===== config.mk =====
export PLATFORM = sky130hd
export DESIGN_NAME = rced_sqrt_cell
export DESIGN_NICKNAME = d
export VERILOG_FILES = /design/src/sv/rced_pkg.sv /design/src/sv/rced_sqrt_cell.sv
export SDC_FILE = /design/constraint.sdc
export NUM_CORES = 1
export LEC_CHECK = 0
export ABC_AREA = 1
export BUFFER_PORTS_ARGS = -buffer_cell sky130_fd_sc_hd__buf_2
export CORE_MARGIN = 2
export CORE_UTILIZATION = 35
export CTS_BUF_LIST = sky130_fd_sc_hd__clkbuf_4 sky130_fd_sc_hd__clkbuf_8
export DETAILED_ROUTE_END_ITERATION = 6
export PLACE_DENSITY = 0.57
export SLEW_MARGIN = 15
export SYNTH_ARGS = -nofsm -noshare
export SYNTH_HDL_FRONTEND = slang
export SYNTH_SLANG_ARGS = --single-unit
export TNS_END_PERCENT = 20

===== constraint.sdc =====
create_clock -name clk -period 2.7 [get_ports clk]
set_clock_uncertainty 0.2 [all_clocks]
set_input_delay 0.54 -clock clk [delete_from_list [all_inputs] [get_ports clk]]
set_output_delay 0.54 -clock clk [all_outputs]
set_load 0.01 [all_outputs]

===== src/sv/rced_pkg.sv =====
// Package for the Roberts cross edge detector.
// Holds register indexes, reset values, output mode codes and the square root stage record.
// No dependencies.
`default_nettype none

package rced_pkg;

  // Pixel and configuration widths
  localparam int unsigned PIX_W  = 8;
  localparam int unsigned DIM_W  = 12;
  localparam int unsigned MODE_W = 2;
  localparam int unsigned IDX_W  = 2;

  // Configuration register indexes
  localparam logic [IDX_W-1:0] REG_IMAGE_WIDTH  = 2'd0;
  localparam logic [IDX_W-1:0] REG_IMAGE_HEIGHT = 2'd1;
  localparam logic [IDX_W-1:0] REG_OUTPUT_MODE  = 2'd2;

  // Register reset values
  localparam logic [DIM_W-1:0]  WIDTH_RST  = 12'd640;
  localparam logic [DIM_W-1:0]  HEIGHT_RST = 12'd480;
  localparam logic [MODE_W-1:0] MODE_RST   = 2'd2;

  // Output mode codes; any other code gives the magnitude
  localparam logic [MODE_W-1:0] MODE_GX  = 2'd0;
  localparam logic [MODE_W-1:0] MODE_GY  = 2'd1;
  localparam logic [MODE_W-1:0] MODE_MAG = 2'd2;

  // Square root: 17-bit radicand (255^2 + 255^2), one result bit per cell
  localparam int unsigned SQ_W    = 17;
  localparam int unsigned RT_W    = SQ_W + 1;
  localparam int unsigned N_CELLS = 9;

  localparam logic [PIX_W-1:0] PIX_MAX = 8'd255;

  // Record handed from one pipeline cell to the next
  typedef struct packed {
    logic              valid;
    logic [SQ_W-1:0]   rem;
    logic [RT_W-1:0]   root;
    logic [PIX_W-1:0]  gx;
    logic [PIX_W-1:0]  gy;
    logic [MODE_W-1:0] mode;
    logic              fend;
  } sq_stage_t;

endpackage

`default_nettype wire


===== src/sv/rced_sqrt_cell.sv =====
// One cell of the integer square root chain: settles one result bit per cycle while en is high.
// Depends on rced_pkg (sq_stage_t, widths).
`default_nettype none

module rced_sqrt_cell import rced_pkg::*; #(
  parameter int unsigned SHIFT = 16
) (
  input  wire logic      clk,
  input  wire logic      rst_n,
  input  wire logic      en,
  input  wire sq_stage_t stage_in,
  output sq_stage_t      stage_out
);

  localparam logic [RT_W-1:0] BIT = {{(RT_W-1){1'b0}}, 1'b1} << SHIFT;

  logic [RT_W-1:0] trial;
  logic            take;
  sq_stage_t       stage_nxt;
  sq_stage_t       stage_r;

  // Trial subtract of root + bit
  always_comb begin
    trial     = stage_in.root + BIT;
    take      = ({1'b0, stage_in.rem} >= trial);
    stage_nxt = stage_in;
    if (take) begin
      stage_nxt.rem  = stage_in.rem - trial[SQ_W-1:0];
      stage_nxt.root = (stage_in.root >> 1) + BIT;
    end else begin
      stage_nxt.root = stage_in.root >> 1;
    end
  end

  // Hand the record on to the next cell
  always_ff @(posedge clk) begin
    if (!rst_n) begin
      stage_r.valid <= 1'b0;
    end else if (en) begin
      stage_r <= stage_nxt;
    end
  end

  assign stage_out = stage_r;

endmodule

`default_nettype wire


==> results.cfg, run 1 <==
[layout]
syn_to_final_growth_pct = 24.3
layout.nets = 558
finalInstanceArea_sq_mm = 0.00402
largest_reg_flops = 55
drive_gt1_frac = 0.325
final_cells = 594
diodes = 0

[drt]
via_count = 2624
routed_wl_mm = 7.26
vias_per_cell = 4.42
drt-initial-drc-count = 84
first_pass_iters = 4
drc = 0
ant_nets = 0
avgRoutedWirePerCell_microns = 12.2

[flow_run]
drv_cap = 0

[critical_path]
cp_num_cells = 15
worstPathArrival_ns = 2.19
ff2ff_path_depth = 2
path_cells = buf_2 -> inv_1 -> ha_1 -> inv_1 -> fa_1 -> nand2_1 -> nand2_1 -> nand3b_2 -> nand2_2 -> nand2_2 -> nand2_2 -> nand2_2 -> nand2_4 -> nand2_1 -> nand2_1
crit_path_max_fanout = 18
critPathSlowestCell = fa_1
critPathKind = in -> reg
timing.critical_path.to_type = flip-flop
crit_required_ns = 2.58
cpLargestDelayFamily = simple AND/OR/NAND/NOR gates
worst_path_largest_cell_delay_ns = 0.40
start_kind = primary input
critPathBufInv = 3

[sta]
drv_slew = 0
hold_viol = 0
rsz0062_at_grt = no
setup_viol = 0
timing.final.crit_share = 0.857
relSlewSlack = 0.678
tightestPinTransition_ns = 0.483
min_period_ns = 2.31
setup_tns_ns = 0
max_freq_mhz = 432

[worst_hold_path]
hold_depth = 1
hold_path.class = in -> reg

[cts]
cts_tree = yes
root_buffer = clkbuf_8
numCtsBuffers = 5
cts_hold_buf = 0
post_cts_buffers = 0
htree_levels = 2
cts_resized = 0
clockBufferDepth = 2
clk_pin_slew_ns = 0.10
clkLatencyLatePin_ns = 0.31
cts_sinks = 55

[synth]
ys_seq_elements = 55
yosysWarnings = 0
synth_nets = 438
synthDistinctLibCells = 28
synth_seq_area_share = 0.508
synth_area_per_cell_sq_um = 8.93
netlist_instances = 362
syn_area_sq_mm = 0.00323

[die]
num_rows = 35
die_w_microns = 100
num_io_pins = 113
die_area_sq_mm = 0.0100
core_sq_mm = 0.00911
start_util = 0.355
fp.dieH_microns = 100

[placement]
place_congestion = 0.862
io_buffers = 112
dpl.cell_count = 586
post_dp_cell_area_sq_mm = 0.00392
hpwl_mm = 5.58

[power_and_ir_drop]
power_density_mw_per_mm2 = 502
peakVddDrop_uv = 210
leakage_uw = 0.00211

[grt]
grt-ovfl-total = 0
use_met1 = 0.186
first_global_vias = 2464
gr-usage-met2 = 0.249
met3_usage = 0.0327
grt_usage = 0.145
grt_busiest_layer = met2
grt_max_degree = 33
antenna_found_initial = 0
grt_pass1_wl_mm = 11.5

[status]
outcome = complete, no violations
power breakdown:
part	leakage [uW]	internal (uW)	switching, uW
Clock	0.0000474	210	291
Sequential	0.000512	1010	13.9
Combinational	0.00155	194	295
Total	0.00211	1420	600
logic make-up after synthesis:
logic type / synth area share
xor gates and xnor gates: 0.0190
and+or+nand+nor: 0.277
AOI/OAI and AO/OA: 0.0205
DFF: 0.508
buffers and inverters: 0.104
adders and majority gates: 0.0720
stage by stage:
stage / setup slack [ns] / util / hold WS, ns / total power, uW
after global placement: 0.108 / 0.430 / 0.314 / 1540
after CTS: 0.371 / 0.441 / 0.185 / 2050
after global routing: 0.224 / 0.441 / 0.186 / 2140
final: 0.386 / 0.441 / 0.198 / 2020
after floorplan: 0.287 / - / 0.355 / 1370
after detailed placement: 0.0168 / 0.430 / 0.352 / 1540
synth_stat cells:
master,number,area share
or2_4,1,0.0027
and2_1,1,0.0019
nand2_2,6,0.012
nor3_2,2,0.0062
inv_1,69,0.080
nor2_2,4,0.0077
nand3_2,11,0.034
o21ai_0,1,0.0015
nand3_1,21,0.033
buf_6,2,0.0070
edfxtp_1,54,0.50
nor3_1,1,0.0015
nand2_1,135,0.16
ha_1,17,0.066
nand2_4,1,0.0035
a21oi_4,1,0.0050
xnor2_1,1,0.0027
and2_2,1,0.0023
nor2_1,9,0.010
inv_2,2,0.0023
buf_12,2,0.012
buf_4,1,0.0023
nand3b_2,1,0.0035
dfxtp_1,1,0.0062
a21oi_1,9,0.014
fa_1,1,0.0062
xor2_1,6,0.016
nand4_1,1,0.0019
final timing paths:
path,startpoint,endpoint,slack (ns)
setup / recovery,stage_in[37],stage_out[47],0.39
hold / removal,stage_in[4],stage_out[4],0.20
setup reg to reg,stage_out[54],stage_out[54],1.86
hold reg to reg,stage_out[54],stage_out[54],0.36
routing by layer:
metal	wire [microns]	share of wire	vias up
met4	70	0.0096	0
met2	3370	0.46	86
met5	0	0	-
met1	3300	0.45	1151
li1	-	-	1381
met3	515	0.071	6
layout by cell type (no fill, tap or decap):
cell type,synthesis,final
fa_1,1,1
nand4_1,1,1
nand2_1,135,135
nor3_2,2,2
inv_1,69,68
ha_1,17,17
buf_2,0,112
clkinvlp_4,0,1
and2_1,1,1
xnor2_1,1,1
or2_4,1,1
nand2_2,6,6
dfxtp_1,1,1
a21oi_4,1,1
clkbuf_8,0,6
a21oi_1,9,9
nor3_1,1,1
nor2_1,9,9
inv_2,2,3
o21ai_0,1,1
nand2_4,1,1
nand3b_2,1,1
clkinv_4,0,1
xor2_1,6,6
buf_4,1,5
edfxtp_1,54,54
nand3_1,21,21
and2_2,1,1
nor2_2,4,4
buf_12,2,1
nand3_2,11,11
area by class of cell:
| class | count | area, sq um |
|---|---|---|
| Inverter | 71 | 267 |
| Timing Repair Buffer | 118 | 618 |
| Tap cell | 111 | 139 |
| Clock buffer | 6 | 82.6 |
| Clock inverter | 2 | 16.3 |
| Multi-Input combinational cell | 231 | 1250 |
| Sequential cell | 55 | 1640 |
| Fill cell | 921 | 5090 |
worst register-to-register path, cell delays in order, from the launching register on:
cell and delay, ns:
dfxtp_1 0.32, o21ai_0 0.16, a21oi_1 0.06
Power figures use the tool's default switching activity.
==> run 2, diff against run 1 <==
--- a/config.mk
+++ b/config.mk
@@ -8,10 +8,10 @@
 export ABC_AREA = 1
 export BUFFER_PORTS_ARGS = -buffer_cell sky130_fd_sc_hd__buf_2
 export CORE_MARGIN = 2
-export CORE_UTILIZATION = 35
+export CORE_UTILIZATION = 25
 export CTS_BUF_LIST = sky130_fd_sc_hd__clkbuf_4 sky130_fd_sc_hd__clkbuf_8
 export DETAILED_ROUTE_END_ITERATION = 6
-export PLACE_DENSITY = 0.57
+export PLACE_DENSITY = 0.44
 export SLEW_MARGIN = 15
 export SYNTH_ARGS = -nofsm -noshare
 export SYNTH_HDL_FRONTEND = slang
==> run 2 against run 1 <==
Utilization decreased by 12 points. Wire length increased by 8.8%. Combinational power increased by 1%. Hold slack got worse by 0.022 ns. Design area increased by 1.8%. Via count increased by 1.7%. Critical path depth unchanged. Non-clock buffer count increased by 2. Largest cell class unchanged. Highest routed layer unchanged.
==> results.cfg, run 2 (synthesis results as in run 1) <==
[grt]
first_global_vias = 2659
antenna_found_initial = 0
grt-ovfl-total = 0
grt_usage = 0.118
grt_pass1_wl_mm = 12.9
grt_max_degree = 36

[cts]
cts_sinks = 55
cts_hold_buf = 0
cts_resized = 0
clkLatencyLatePin_ns = 0.33
clockBufferDepth = 2
numCtsBuffers = 5
post_cts_buffers = 0
root_buffer = clkbuf_8
cts_tree = yes
clk_pin_slew_ns = 0.10
htree_levels = 2

[power_and_ir_drop]
power.share.clock = 0.248
swShare = 0.305
switchingPower_uw = 618
seqPwrFrac = 0.508
power_density_mw_per_mm2 = 495
leakage_uw = 0.00212
power_frac_comb = 0.244
peakVddDrop_uv = 196
p_int_uw = 1410

[layout]
final_cell_mix = nand2_1, buf_2, inv_1
diodes = 0
drive_gt1_frac = 0.328
nFillCells = 1409
largest_reg_flops = 55
final_common_cell = nand2_1
multiInputGateArea_sq_mm = 0.00125
final-seq-area_sq_mm = 0.00164
layout.nets = 560
syn_to_final_growth_pct = 26.6

[drt]
routed_wl_mm = 7.89
wl_met2_mm = 3.61
avgRoutedWirePerCell_microns = 12.0
routed.top_layer = met4
first_pass_iters = 4
drt-initial-drc-count = 77
vias_per_cell = 4.06
drt-met1-wl_mm = 3.72
via_count = 2669
drc = 0
ant_nets = 0
met3RoutedLength_microns = 435

[sta]
tightestPinTransition_ns = 0.455
relSlewSlack = 0.696
hold_viol = 0
rsz0062_at_grt = no
max_freq_mhz = 431
fin_ws_ns = 0.380
min_period_ns = 2.32
drv_slew = 0
setup_viol = 0
timing.final.crit_share = 0.859
setup_tns_ns = 0

[placement]
io_buffers = 112
dp_slack_ns = 0.00361
hpwl_mm = 6.19
place_congestion = 0.822

[die]
die_w_microns = 118
fp.dieH_microns = 118
core_sq_mm = 0.0126
start_util = 0.256
num_rows = 41
num_io_pins = 113
die_area_sq_mm = 0.0139

[status]
outcome = complete, no violations

[critical_path]
crit_path_max_fanout = 18
worstPathArrival_ns = 2.21
critPathSlowestCell = fa_1
timing.critical_path.to_type = flip-flop
crit_required_ns = 2.59
path_cells = buf_2 -> inv_1 -> ha_1 -> inv_1 -> fa_1 -> nand2_1 -> nand2_1 -> nand3b_2 -> nand2_2 -> nand2_2 -> nand2_2 -> nand2_2 -> nand2_4 -> nand2_1 -> nand2_1
worstReg2RegStart = stage_out[54]
ff2ff_path_depth = 2
critPathBufInv = 3
rrSetupSlack_ns = 1.85
start_kind = primary input
cpLargestDelayFamily = simple AND/OR/NAND/NOR gates
worst_path_largest_cell_delay_ns = 0.40
r2r-end = stage_out[54]
critPathKind = in -> reg

[worst_hold_path]
hold_depth = 1
hold_path.class = in -> reg
worstHoldStart = stage_in[6]
min_to = stage_out[6]

[flow_run]
drv_cap = 0
## run 2: routing by layer
layer	global-route usage	vias up
met1	0.147	1206
met2	0.198	76
met4	0.0429	0
li1	-	1378
met5	0	-
met3	0.0276	9
## run 2: through the flow
| step | utilization | hold WS [ns] | total power (uW) | std cells | instance area, sq um |
|---|---|---|---|---|---|
| global placement | 0.317 | 0.312 | 1550 | 649 | 4000 |
| global route | 0.324 | 0.159 | 2160 | 657 | 4090 |
| detailed placement | 0.317 | 0.354 | 1550 | 649 | 4000 |
| floorplan | - | 0.355 | 1370 | 362 | 3230 |
| finish | 0.324 | 0.176 | 2020 | 657 | 4090 |
| CTS | 0.324 | 0.159 | 2070 | 657 | 4090 |
## run 2: worst reg2reg max path: stages, from the launching register on
cell	delay, ns
dfxtp_1	0.32
o21ai_0	0.17
a21oi_1	0.06
## run 2: worst max path at each step
stage	start	endpoint	depth (start not counted)
floorplan	stage_in[37]	stage_out[38]	15
global placement	stage_in[37]	stage_out[50]	15
detailed placement	stage_in[37]	stage_out[46]	15
CTS	stage_in[37]	stage_out[47]	15
global route	stage_in[37]	stage_out[51]	15
finish	stage_in[37]	stage_out[47]	15
## run 2: power groups by stage
stage | clock network [uW] | registers [uW] | logic [uW]
after floorplan | 0 | 1090 | 287
after global placement | 0 | 1050 | 497
after detailed placement | 0 | 1050 | 503
after CTS | 537 | 1030 | 504
after global routing | 557 | 1030 | 564
final | 503 | 1030 | 493
## run 2: layout make-up
| class | count | share of cell area |
|---|---|---|
| sequential | 55 | 0.401 |
| multi-input combinational | 231 | 0.307 |
| timing repair buffer | 120 | 0.152 |
| inverter | 71 | 0.0651 |
| tap | 172 | 0.0526 |
| clock buffer | 6 | 0.0186 |
| clock inverter | 2 | 0.00428 |
==> run 3, diff against run 2 <==
--- a/config.mk
+++ b/config.mk
@@ -12,6 +12,7 @@
 export CTS_BUF_LIST = sky130_fd_sc_hd__clkbuf_4 sky130_fd_sc_hd__clkbuf_8
 export DETAILED_ROUTE_END_ITERATION = 6
 export PLACE_DENSITY = 0.44
+export SETUP_SLACK_MARGIN = 0.4
 export SLEW_MARGIN = 15
 export SYNTH_ARGS = -nofsm -noshare
 export SYNTH_HDL_FRONTEND = slang
==> run 3 against run 2 <==
Non-clock buffer count fell by 1. Total power rose by 4.3%. Critical path depth fell by 4. Sequential cell count did not move. Final cell count did not move. Global-route usage fell by 0.15 points. Via count fell by 0.60%. Die area did not move. Critical path type unchanged. Critical endpoint is now stage_out[35]. Largest cell class unchanged. Largest power group unchanged. Highest routed layer unchanged.
==> results.cfg, run 3 (synthesis results as in run 1) <==
[critical_path]
critPathSlowestCell = ha_1
worst_path_largest_cell_delay_ns = 0.37
critPathKind = in -> reg
worstReg2RegStart = stage_out[54]
critPathLaunch = stage_in[33]
path_cells = buf_2 -> inv_1 -> ha_1 -> nand2_2 -> nor2_2 -> nand3_2 -> nor3_2 -> nor2_4 -> buf_4 -> nand3_1 -> nand2_1
crit_path_max_fanout = 8
cpLargestDelayFamily = simple AND/OR/NAND/NOR gates
critPathBufInv = 3
crit_required_ns = 2.60
timing.critical_path.to_type = flip-flop
start_kind = primary input
worstPathArrival_ns = 2.07

[grt]
grt_pass1_wl_mm = 12.7
grt-ovfl-total = 0
grt_max_degree = 55
first_global_vias = 2612
grt_usage = 0.116
antenna_found_initial = 0

[drt]
vias_per_cell = 4.04
drt-initial-drc-count = 100
drc = 0
via_count = 2653
routed_wl_mm = 8.04
first_pass_iters = 4
avgRoutedWirePerCell_microns = 12.2
ant_nets = 0

[flow_run]
drv_cap = 0

[sta]
rsz0062_at_grt = no
hold_viol = 0
min_period_ns = 2.17
setup_viol = 0
relSlewSlack = 0.801
max_freq_mhz = 460
setup_tns_ns = 0
drv_slew = 0
timing.final.crit_share = 0.805
tightestPinTransition_ns = 0.299

[layout]
final_cell_mix = nand2_1, buf_2, inv_1
diodes = 0
drive_gt1_frac = 0.338
largest_reg_flops = 55
nFillCells = 1368
syn_to_final_growth_pct = 28.8
final_common_cell = nand2_1
layout.nets = 560

[power_and_ir_drop]
peakVddDrop_uv = 172
leakage_uw = 0.00214
design_power_total_uw = 2110
power_density_mw_per_mm2 = 507

[worst_hold_path]
hold_path.class = in -> reg
worstHoldStart = stage_in[16]

[die]
fp.dieH_microns = 118
num_rows = 41
num_io_pins = 113
die_area_sq_mm = 0.0139
die_w_microns = 118
core_sq_mm = 0.0126
start_util = 0.256

[cts]
htree_levels = 2
clockBufferDepth = 2
numCtsBuffers = 5
root_buffer = clkbuf_8
cts_tree = yes
clkLatencyLatePin_ns = 0.32
post_cts_buffers = 0
cts_sinks = 55
clk_pin_slew_ns = 0.11

[placement]
io_buffers = 112
place_congestion = 0.811
hpwl_mm = 6.21

[status]
outcome = complete, no violations
## run 3: cell count changes in the layout (fill, tap and decap cells not counted), moves of 2 or more
| cell | delta |
|---|---|
| nand2_4 | +2 |
| inv_1 | -2 |
| clkinv_4 | -2 |
| buf_4 | -2 |
| inv_2 | +2 |
## run 3: repair_timing
item	4_1_cts	5_1_grt
endpoints found under the hold margin	0	0
endpoints found under the setup margin	0	18
resized for setup	0	2
hold buffers	0	0
## run 3: worst reg2reg max path, cell delays in order, from the launching register on
cell and delay (ns):
dfxtp_1 0.32, o21ai_0 0.18, a21oi_1 0.06
## run 3: where the power goes
part           switching [uW]  leakage (uW)  internal, uW
sequential               14.6      0.000512          1010
combinational             307       0.00157           201
clock                     287     0.0000548           287
total                     609       0.00214          1500
## run 3: path summary, 6_finish.rpt
kind,to,slack [ns],cells past startpoint
max,stage_out[35],0.53,11
min,stage_out[16],0.19,1
max reg2reg,stage_out[54],1.84,2
min reg2reg,stage_out[54],0.38,2
## run 3: layout make-up
| type | instances | area (sq um) | share of cell area |
|---|---|---|---|
| Timing Repair Buffer | 119 | 626 | 0.150 |
| Inverter | 71 | 267 | 0.0640 |
| Sequential cell | 55 | 1640 | 0.394 |
| Clock inverter | 2 | 37.5 | 0.00901 |
| Tap cell | 172 | 215 | 0.0517 |
| Multi-Input combinational cell | 232 | 1300 | 0.313 |
| Clock buffer | 6 | 76.3 | 0.0183 |
## run 3: per-stage QoR
step	setup WS (ns)	std cells	instance area (sq um)	util	hold slack (ns)
after floorplan	0.394	362	3270	-	0.355
after global placement	0.182	648	4040	0.320	0.312
after detailed placement	0.158	648	4040	0.320	0.339
after CTS	0.527	656	4150	0.329	0.161
after global routing	0.400	657	4170	0.330	0.166
final	0.526	657	4170	0.330	0.186
## run 3: per-layer routing
layer	track usage	share of wire
met1	0.150	0.49
met2	0.192	0.45
met3	0.0247	0.051
met4	0.0407	0.013
met5	0	0
